--- src/hdl/integer_set_table_top_assert.svh ---
// Assertion macros used by the integer set table top level.
`ifndef INTEGER_SET_TABLE_TOP_ASSERT_SVH
`define INTEGER_SET_TABLE_TOP_ASSERT_SVH

`ifndef SYNTH
// Property must hold at every clock edge outside reset.
`define IST_ASSERT(lbl, prop, msg) \
  lbl: assert property (@(posedge clk_i) disable iff (!rst_ni) (prop)) else $error(msg);
// Expression must never be true outside reset.
`define IST_NEVER(lbl, expr, msg) \
  lbl: assert property (@(posedge clk_i) disable iff (!rst_ni) !(expr)) else $error(msg);
`else
`define IST_ASSERT(lbl, prop, msg)
`define IST_NEVER(lbl, expr, msg)
`endif

`endif

--- src/hdl/ist_pkg.sv ---
// Package with the shared types and constants of the integer set table.
`timescale 1ns / 1ps
package ist_pkg;

  localparam int WORD_W = 32;

  typedef enum logic [2:0] {
    ACT_INSERT = 3'd0,
    ACT_REMOVE = 3'd1,
    ACT_LOOKUP = 3'd2,
    ACT_MAXMIN = 3'd3,
    ACT_CLEAR  = 3'd4
  } ist_action_e;

  typedef enum logic [1:0] {
    CELL_HOLD,
    CELL_ROTATE,
    CELL_SHIFT,
    CELL_WRITE
  } ist_cell_op_e;

  typedef struct packed {
    ist_cell_op_e        op;
    logic [WORD_W-1:0]   data;
  } ist_cell_ctl_t;

endpackage

--- src/hdl/ist_cell.sv ---
// One storage cell of the set ring: holds one entry and passes it to its neighbor.
`timescale 1ns / 1ps
module ist_cell
  import ist_pkg::*;
#(
  parameter int IDX_W    = 6,
  parameter int CELL_IDX = 0
) (
  input  logic                clk_i,
  input  ist_cell_ctl_t       ctl_i,
  input  logic [IDX_W-1:0]    sel_i,
  input  logic [WORD_W-1:0]   next_i,
  output logic [WORD_W-1:0]   entry_o
);

  localparam logic [IDX_W-1:0] MyIdx = IDX_W'(CELL_IDX);

  logic [WORD_W-1:0] entry_q;
  logic [WORD_W-1:0] entry_d;

  always_comb begin
    entry_d = entry_q;
    case (ctl_i.op)
      CELL_ROTATE: entry_d = next_i;
      // Removal closes the gap: every cell at or above the removed slot
      // takes the entry of its upper neighbor.
      CELL_SHIFT: begin
        if (MyIdx >= sel_i) begin
          entry_d = next_i;
        end
      end
      CELL_WRITE: begin
        if (MyIdx == sel_i) begin
          entry_d = ctl_i.data;
        end
      end
      default: entry_d = entry_q;
    endcase
  end

  always_ff @(posedge clk_i) begin
    entry_q <= entry_d;
  end

  assign entry_o = entry_q;

endmodule

--- src/hdl/integer_set_table_top.sv ---
// Top level of the integer set table: control sequencer and the ring of entry cells.
//
//  Channel   Direction  Handshake             Payload
//  command   in         start, busy           action_i, value_i
//  result    out        done_o (one cycle)    ok_o, position_o, largest_o, smallest_o, fill_o
//
// Insert, remove, lookup and max-min each rotate the whole ring once, so that
// every entry passes the head cell; a transaction of these kinds keeps busy high
// through the scan and finish states, and its result is registered out of the
// finish state. Clear and the unused action codes finish at once: the result strobes
// in the next cycle and busy stays low. The asynchronous reset empties the set;
// the entry cells themselves are not reset. The receiver cannot stall, so every
// result is presented for exactly one cycle.
`timescale 1ns / 1ps
module integer_set_table_top
  import ist_pkg::*;
#(
  parameter int CAPACITY = 64
) (
  input  logic                     clk_i,
  input  logic                     rst_ni,
  input  logic                     start,
  output logic                     busy,
  input  logic [2:0]               action_i,
  input  logic signed [WORD_W-1:0] value_i,
  output logic                     done_o,
  output logic                     ok_o,
  output logic [5:0]               position_o,
  output logic signed [WORD_W-1:0] largest_o,
  output logic signed [WORD_W-1:0] smallest_o,
  output logic [6:0]               fill_o
);

`include "integer_set_table_top_assert.svh"

  // Index width addresses one cell; count width can also hold CAPACITY itself.
  localparam int IDX_W = $clog2(CAPACITY);
  localparam int CNT_W = $clog2(CAPACITY + 1);

  localparam logic [1:0] ST_IDLE   = 2'd0;
  localparam logic [1:0] ST_SCAN   = 2'd1;
  localparam logic [1:0] ST_FINISH = 2'd2;

  logic [1:0]        state_q, state_d;
  logic [2:0]        act_q, act_d;
  logic [WORD_W-1:0] val_q, val_d;
  logic [CNT_W-1:0]  count_q, count_d;
  logic [IDX_W-1:0]  step_q, step_d;
  logic              found_q, found_d;
  logic [IDX_W-1:0]  at_q, at_d;
  logic signed [WORD_W-1:0] max_q, max_d;
  logic signed [WORD_W-1:0] min_q, min_d;

  logic              done_q, done_d;
  logic              ok_q, ok_d;
  logic [IDX_W-1:0]  pos_q, pos_d;
  logic [WORD_W-1:0] big_q, big_d;
  logic [WORD_W-1:0] small_q, small_d;
  logic [CNT_W-1:0]  fill_q, fill_d;

  ist_cell_ctl_t     cell_ctl;
  logic [IDX_W-1:0]  cell_sel;
  logic [WORD_W-1:0] cell_q [CAPACITY];

  logic              accept;
  logic              step_valid;
  logic signed [WORD_W-1:0] head;
  logic              has_room;

  logic [IDX_W+5:0]  pos_wide;
  logic [CNT_W+6:0]  fill_wide;

  assign accept     = start && !busy;
  assign head       = cell_q[0];
  assign step_valid = CNT_W'(step_q) < count_q;
  assign has_room   = count_q < CNT_W'(CAPACITY);

  // The ring: cell i takes from cell i+1 and the last cell takes from the head,
  // so after k rotations the head holds the entry that started at slot k.
  for (genvar g = 0; g < CAPACITY; g++) begin : g_cell
    ist_cell #(
      .IDX_W    (IDX_W),
      .CELL_IDX (g)
    ) u_cell (
      .clk_i   (clk_i),
      .ctl_i   (cell_ctl),
      .sel_i   (cell_sel),
      .next_i  (cell_q[(g + 1) % CAPACITY]),
      .entry_o (cell_q[g])
    );
  end

  always_comb begin
    state_d  = state_q;
    act_d    = act_q;
    val_d    = val_q;
    count_d  = count_q;
    step_d   = step_q;
    found_d  = found_q;
    at_d     = at_q;
    max_d    = max_q;
    min_d    = min_q;
    done_d   = 1'b0;
    ok_d     = ok_q;
    pos_d    = pos_q;
    big_d    = big_q;
    small_d  = small_q;
    fill_d   = fill_q;
    cell_ctl = '{op: CELL_HOLD, data: val_q};
    cell_sel = at_q;

    case (state_q)
      ST_IDLE: begin
        if (accept) begin
          act_d   = action_i;
          val_d   = value_i;
          step_d  = '0;
          found_d = 1'b0;
          at_d    = '0;
          if (action_i == ACT_INSERT || action_i == ACT_REMOVE ||
              action_i == ACT_LOOKUP || action_i == ACT_MAXMIN) begin
            state_d = ST_SCAN;
          end else begin
            // Clear and unused codes complete without touching the ring.
            if (action_i == ACT_CLEAR) begin
              count_d = '0;
            end
            done_d  = 1'b1;
            ok_d    = (action_i == ACT_CLEAR);
            pos_d   = '0;
            big_d   = '0;
            small_d = '0;
            fill_d  = (action_i == ACT_CLEAR) ? '0 : count_q;
          end
        end
      end

      ST_SCAN: begin
        cell_ctl.op = CELL_ROTATE;
        if (step_valid) begin
          if (!found_q && (head == val_q)) begin
            found_d = 1'b1;
            at_d    = step_q;
          end
          if (step_q == '0) begin
            max_d = head;
            min_d = head;
          end else begin
            if (head > max_q) begin
              max_d = head;
            end
            if (head < min_q) begin
              min_d = head;
            end
          end
        end
        step_d = step_q + 1'b1;
        if (step_q == IDX_W'(CAPACITY - 1)) begin
          state_d = ST_FINISH;
        end
      end

      ST_FINISH: begin
        state_d = ST_IDLE;
        done_d  = 1'b1;
        ok_d    = 1'b0;
        pos_d   = '0;
        big_d   = '0;
        small_d = '0;
        case (act_q)
          ACT_INSERT: begin
            if (!found_q && has_room) begin
              cell_ctl.op = CELL_WRITE;
              cell_sel    = count_q[IDX_W-1:0];
              count_d     = count_q + 1'b1;
              ok_d        = 1'b1;
            end
          end
          ACT_REMOVE: begin
            if (found_q) begin
              cell_ctl.op = CELL_SHIFT;
              count_d     = count_q - 1'b1;
              ok_d        = 1'b1;
            end
          end
          ACT_LOOKUP: begin
            ok_d  = found_q;
            pos_d = found_q ? at_q : '0;
          end
          ACT_MAXMIN: begin
            if (count_q != '0) begin
              ok_d    = 1'b1;
              big_d   = max_q;
              small_d = min_q;
            end
          end
          default: ok_d = 1'b0;
        endcase
        fill_d = count_d;
      end

      default: state_d = ST_IDLE;
    endcase
  end

  always_ff @(posedge clk_i or negedge rst_ni) begin
    if (!rst_ni) begin
      state_q <= ST_IDLE;
      count_q <= '0;
      done_q  <= 1'b0;
    end else begin
      state_q <= state_d;
      count_q <= count_d;
      done_q  <= done_d;
    end
  end

  always_ff @(posedge clk_i) begin
    act_q   <= act_d;
    val_q   <= val_d;
    step_q  <= step_d;
    found_q <= found_d;
    at_q    <= at_d;
    max_q   <= max_d;
    min_q   <= min_d;
    ok_q    <= ok_d;
    pos_q   <= pos_d;
    big_q   <= big_d;
    small_q <= small_d;
    fill_q  <= fill_d;
  end

  // Position and fill are fitted to their port widths whatever CAPACITY is.
  assign pos_wide  = {6'b0, pos_q};
  assign fill_wide = {7'b0, fill_q};

  assign busy       = (state_q != ST_IDLE);
  assign done_o     = done_q;
  assign ok_o       = ok_q;
  assign position_o = pos_wide[5:0];
  assign largest_o  = big_q;
  assign smallest_o = small_q;
  assign fill_o     = fill_wide[6:0];

  `IST_NEVER(a_count_bound, count_q > CNT_W'(CAPACITY), "entry count exceeds capacity")
  `IST_ASSERT(a_accept_progress, accept |=> (done_o || busy), "accepted transaction made no progress")
  `IST_ASSERT(a_found_in_range, (state_q == ST_FINISH && found_q) |-> (CNT_W'(at_q) < count_q), "match position beyond entry count")
  `IST_ASSERT(a_remove_count, (done_o && ok_o && act_q == ACT_REMOVE) |-> (count_q == $past(count_q) - 1'b1), "successful remove did not shrink the set by one")
  `IST_ASSERT(a_maxmin_order, (done_o && ok_o && act_q == ACT_MAXMIN) |-> (largest_o >= smallest_o), "largest entry below smallest entry")

endmodule
--- config.mk ---
export PLATFORM = sky130hd
export DESIGN_NAME = integer_set_table_top
export DESIGN_NICKNAME = d
export VERILOG_FILES = /design/src/hdl/ist_pkg.sv /design/src/hdl/ist_cell.sv /design/src/hdl/integer_set_table_top.sv
export VERILOG_INCLUDE_DIRS = /design/src /design/src/hdl
export SDC_FILE = /design/constraint.sdc
export NUM_CORES = 2
export LEC_CHECK = 0
export BUFFER_PORTS_ARGS = -buffer_cell sky130_fd_sc_hd__buf_2
export CAP_MARGIN = 20
export CORE_MARGIN = 4
export CORE_UTILIZATION = 40
export DETAILED_ROUTE_END_ITERATION = 10
export GPL_TIMING_DRIVEN = 1
export HOLD_SLACK_MARGIN = 0.02
export PLACE_DENSITY = 0.59
export RECOVER_POWER = 100
export SYNTH_ARGS = -nofsm -noshare
export SYNTH_HDL_FRONTEND = slang
export SYNTH_SLANG_ARGS = --single-unit
export TNS_END_PERCENT = 1
--- constraint.sdc ---
create_clock -name clk_i -period 7.3 [get_ports clk_i]
set_input_delay 0 -clock clk_i [delete_from_list [all_inputs] [get_ports clk_i]]
set_output_delay 0 -clock clk_i [all_outputs]
set_load 0.02 [all_outputs]
Yosys cells after proc, flatten, opt, wreduce, memory -nomap -nowiden
Cells that the tools add are included.

Flip-flop bits (word level): 2248. Input port bits: 38. Output and inout bits: 80. Logic and storage cells: 698.

$add $sub $neg: 3. Order comparisons: 68. Equality and inequality tests: 211. Mux-type cells: 246. Reductions and logical operators: 91.

Operators with widths (number): $pmux 32 s3 (64); $mux 32 (138); $ne 2x1->1 const B (128); $reduce_and 3->1 (68); $eq 6x6->1 const A (32); $ge 6x6->1 const A (32); $pmux 32 s2 (2); $eq 5x6->1 const A (16); $ge 5x6->1 const A (16); $mux 6 (10); $eq 4x6->1 const A (8); $ge 4x6->1 const A (8); $pmux 6 s2 (3); $mux 7 (5); $eq 32x32->1 (1); $gt 32x32->1 (1); $lt 32x32->1 (1); $pmux 7 s2 (2); $eq 3x6->1 const A (4); $ge 3x6->1 const A (4); $eq 2x6->1 const A (2); $eq 3x2->1 const B (4); $ge 1x6->1 const A (2); $ge 2x6->1 const A (2); other kinds (28) (66).

Logic depth before layout (Yosys ltp)
Word-level depth: 8. Gate-level depth with buffers: 13. Gate-level depth less buffers: 8.

Worst setup path after synthesis
Ideal clock, no wire load.

Path kind: flip-flop to flip-flop. Start point: register state_q[0]. End point: register g_cell[14].u_cell.entry_q[0], enable pin. Library setup time: 0.522 ns. Arrival: 5.483 ns. Required time: 6.778 ns. Slack: 1.294 ns. Stages on the path, launching flop included: 12. Period minus slack after synthesis: 6.006 ns. Cell sequence: dfrtp_1 > inv_1 > ha_1 > buf_4 > or3b_1 > buf_2 > nor2_1 > buf_4 > o21ai_2 > nand2_1 > nor2_1 > a2111oi_1.

Longest elaborated chain between the ends: 5. Elaborated cells between the ends (all ways): 13. Those cells by class: 1 x order compare; 8 x eq/ne; 2 x mux; 2 x reduce/logical.

RTL lines: from (decl) (RTL line integer_set_table_top.sv:44) `logic [1:0] state_q, state_d;`; from (signal assigned) (RTL line integer_set_table_top.sv:212) `state_q <= state_d;`; $eq 2x2->1 or $eq 2x1->1 (tied branches) (RTL line integer_set_table_top.sv:112) `case (state_q)`; $mux 6 or $pmux 2 s2 (tied branches) (RTL line integer_set_table_top.sv:112); $ge 4x6->1, or another cell as far along (RTL line ist_cell.sv:28) `if (MyIdx >= sel_i) begin`; $ne 2x1->1 (no source line) or $reduce_bool 3->1 (tied branches); $reduce_and 3->1 (no source line) (*); to (signal assigned) (RTL line ist_cell.sv:42) `entry_q <= entry_d;`; to (decl) (RTL line ist_cell.sv:18) `logic [WORD_W-1:0] entry_q;`.

Mark *: on every way between the ends. The rest lies on a longest branch, timed or not. A chain may end at the register's enable or synchronous reset.

Final worst setup path
Start point: register state_q[0]. End point: register g_cell[4].u_cell.entry_q[10], enable pin.

Longest elaborated chain between the ends: 5. Elaborated cells between the ends (all ways): 13. Those cells by class: 1 x order compare; 8 x eq/ne; 2 x mux; 2 x reduce/logical.

RTL lines (RTL line): $eq 2x2->1 or $eq 2x1->1 (tied branches) (integer_set_table_top.sv:112); $mux 6 or $pmux 2 s2 (tied branches) (integer_set_table_top.sv:112); $ge 3x6->1, or another cell as far along (ist_cell.sv:28); $ne 2x1->1 (no source line) or $reduce_bool 3->1 (tied branches); $reduce_and 3->1 (no source line) (*); to (signal assigned) (ist_cell.sv:42); to (decl) (ist_cell.sv:18).

Marks and branches as above.

==> results.json <==
{
  "cp_max_fo": 34,
  "rsz0062_at_grt": "no",
  "fmax_mhz": 164,
  "ys.flop_type": "edfxtp_1",
  "nets": 5720,
  "die_h_um": 488,
  "critical-path-max-stage-delay_ns": 1.08,
  "area_delta_synth_final_pct": 10.3,
  "cts_buffers": 218,
  "crit_path_end_kind": "register",
  "cts_root_buf": "clkbuf_16",
  "netlist_area_um2": 92000,
  "die_width_um": 488,
  "critical_path_class": "register to register",
  "antenna_found_initial": 1,
  "cp_cell_sequence": "inv_1 > ha_1 > nor3b_1 > nand2_2 > o31ai_1 > and2_0 > o21ai_0 > a21oi_1 > clkbuf_2",
  "grt_max_degree": 268,
  "mostFrequentLayoutCells": "2,238 x edfxtp_1, 2,056 x a21o_1, 218 x clkbuf_16",
  "cp-start-kind": "register",
  "io_buffer_count": 117,
  "final_util_pct": 44.5,
  "final_cell_area_um2": 101000,
  "final_cell_count_no_fill": 8798,
  "synth_edf_count": 2238,
  "worst-path-buf-inv": 2,
  "num_rows": 175,
  "cp_slowest_cell": "o31ai_1",
  "core-area_um2": 228000,
  "arrival_ns": 6.55,
  "die_area_um2": 238000,
  "async_reset_ff_share_pct": 0.445,
  "initialDrtViolationCount": 5530,
  "synth-seq-cells": 2248,
  "p_leak_nw": 42.5,
  "yosysSeqAreaShare_pct": 73.3,
  "hold_slack_ns": 0.0759,
  "period_share_pct": 83.7,
  "drive_gt1_share_pct": 8.88,
  "cts_tree": "done",
  "hp-class": "input pin to register",
  "grt_pass1_vias": 48100,
  "r2r_cells": 9,
  "path_depth": 9,
  "avgSynthCellArea_um2": 16.5,
  "slew-limit-headroom_pct": -95.2,
  "maxCapViolations": 24,
  "track_usage_pct": 17.3,
  "status": "finished, violations left",
  "whs_path_depth": 4,
  "grt-ovfl-total": 0,
  "syn_nets": 5706,
  "preCtsSetupSlack_ns": 2.13,
  "fin_skew_ns": 0.0571,
  "start_util_pct": 40.3,
  "clock_latency_ns": 0.86,
  "vias_per_cell": 5.52,
  "dr_total_vias": 48600,
  "detail_route.first_pass.iterations": 5,
  "path_clk_slew_ns": 0.06,
  "period_needed_ns": 6.11,
  "reg2reg_slack_ns": 1.19,
  "num_io_pins": 118,
  "hold_viol": 0,
  "diodes": 0,
  "clockBufferDepth": 3,
  "h-tree-depth": 4,
  "fillers": 19900,
  "ir_drop_uv": 287,
  "finalPower_mw": 42.4,
  "slew_viol_final": 1404,
  "ys_warn_count": 0,
  "synthCells": 5592,
  "violations": "max-capacitance violations, max-slew violations",
  "grt_pass1_wl_um": 318000,
  "setup_violations": 0,
  "cellPowerDensity_nw_per_um2": 418,
  "place_inst": 8313,
  "timing.final.ws_setup_ns": 1.19,
  "ys_types": 70,
  "required_ns": 7.74,
  "path_delay_family": "simple AND/OR/NAND/NOR gates",
  "hpwl_um": 117000,
  "drc": 0,
  "mostFrequentLayoutCell": "edfxtp_1",
  "clkSinkCount": 2248,
  "tightestPinTransition_ns": 2.93,
  "dpl-instance-area_um2": 94300,
  "wl_um": 210000,
  "post_drt_wl_per_cell_um": 23.8,
  "gp_congestion": 0.788,
  "ant_nets": 0,
  "setup_tns_ns": 0
}
==> synthesized netlist by cell type (10+ instances only) <==
master | count | area share, %
a211oi_1 | 10 | 0.082
a21o_1 | 2056 | 17
a21oi_1 | 86 | 0.47
a31oi_1 | 14 | 0.095
and2_1 | 60 | 0.41
buf_1 | 32 | 0.13
buf_2 | 120 | 0.65
buf_4 | 64 | 0.52
buf_6 | 246 | 3.0
clkbuf_1 | 48 | 0.20
dfrtp_1 | 10 | 0.27
edfxtp_1 | 2238 | 73
ha_1 | 76 | 1.0
inv_1 | 85 | 0.35
mux2_2 | 11 | 0.13
nand2_1 | 51 | 0.21
nand3_1 | 43 | 0.23
nand4_1 | 19 | 0.13
nor2_1 | 52 | 0.21
nor2b_1 | 10 | 0.068
nor3_1 | 78 | 0.42
nor4_1 | 15 | 0.10
o21ai_0 | 26 | 0.14
xnor2_1 | 17 | 0.16
xor2_1 | 20 | 0.19
==> tightest hold or removal path, cell delays in order <==
cell           delay (ns)
dlygate4sd3_1        0.53
clkbuf_1             0.18
nand2_1              0.10
nand2_1              0.05
==> what timing repair did <==
| item | in CTS | in global routing |
|---|---|---|
| hold buffers | 74 | 0 |
| resized for setup | 0 | 0 |
| buffers inserted | 0 | 0 |
| setup endpoints to repair | 0 | 0 |
| hold endpoints to repair | 76 | 0 |
==> kinds of logic after synthesis <==
group | after synthesis | share of synthesized area (%)
buffers and inverters | 595 | 4.86
AO/OA/AOI/OAI | 2267 | 18.3
AND/OR/NAND/NOR | 356 | 2.03
flip-flops | 2248 | 73.3
multiplexers | 13 | 0.156
XOR/XNOR | 37 | 0.352
adder cells (fa/ha/maj) | 76 | 1.03
==> final timing paths <==
kind,to,startpoint
worst min-delay path,done_o,action_i[2]
worst max-delay path,g_cell[4].u_cell.entry_o[10],state_q[0]
worst min register to register,g_cell[43].u_cell.entry_o[10],g_cell[44].u_cell.entry_o[10]
min in group asynchronous,count_q[3],rst_ni
max in group asynchronous,state_q[0],rst_ni
worst max register to register,g_cell[4].u_cell.entry_o[10],state_q[0]
==> flip-flops by register name (all words and copies together) (netlist names), 7 cells and up <==
signal,flops
largest_o,32
fill_o,7
max_q,32
min_q,32
count_q,7
g_cell.u_cell.entry_o,2048
val_q,32
smallest_o,32
==> final cells by class <==
cell class / count / area (um2) / area share, %
Sequential cell: 2248 / 67500 / 66.5
Multi-Input combinational cell: 2749 / 20400 / 20.1
Clock buffer: 285 / 5740 / 5.65
Tap cell: 3009 / 3760 / 3.71
Timing Repair Buffer: 304 / 2530 / 2.49
Clock inverter: 118 / 1280 / 1.26
Inverter: 85 / 319 / 0.314
==> metal layers <==
layer | vias up | track usage (%) | part of all wire [%] | wire length (um)
li1 | 21400 | - | - | -
met1 | 25300 | 27.0 | 48 | 101000
met2 | 1551 | 25.5 | 44 | 92300
met3 | 264 | 2.84 | 5.9 | 12400
met4 | 2 | 3.87 | 1.9 | 3930
met5 | - | 0 | 0.0081 | 17
==> power by group <==
part           internal (mW)  leakage (nW)  switching [mW]
clock network           6.18          3.43            4.94
registers               20.7          20.7            1.68
logic                   3.28          18.3            5.56
total                   30.2          42.5            12.2
Note: power is estimated with default switching activity, not from simulation.
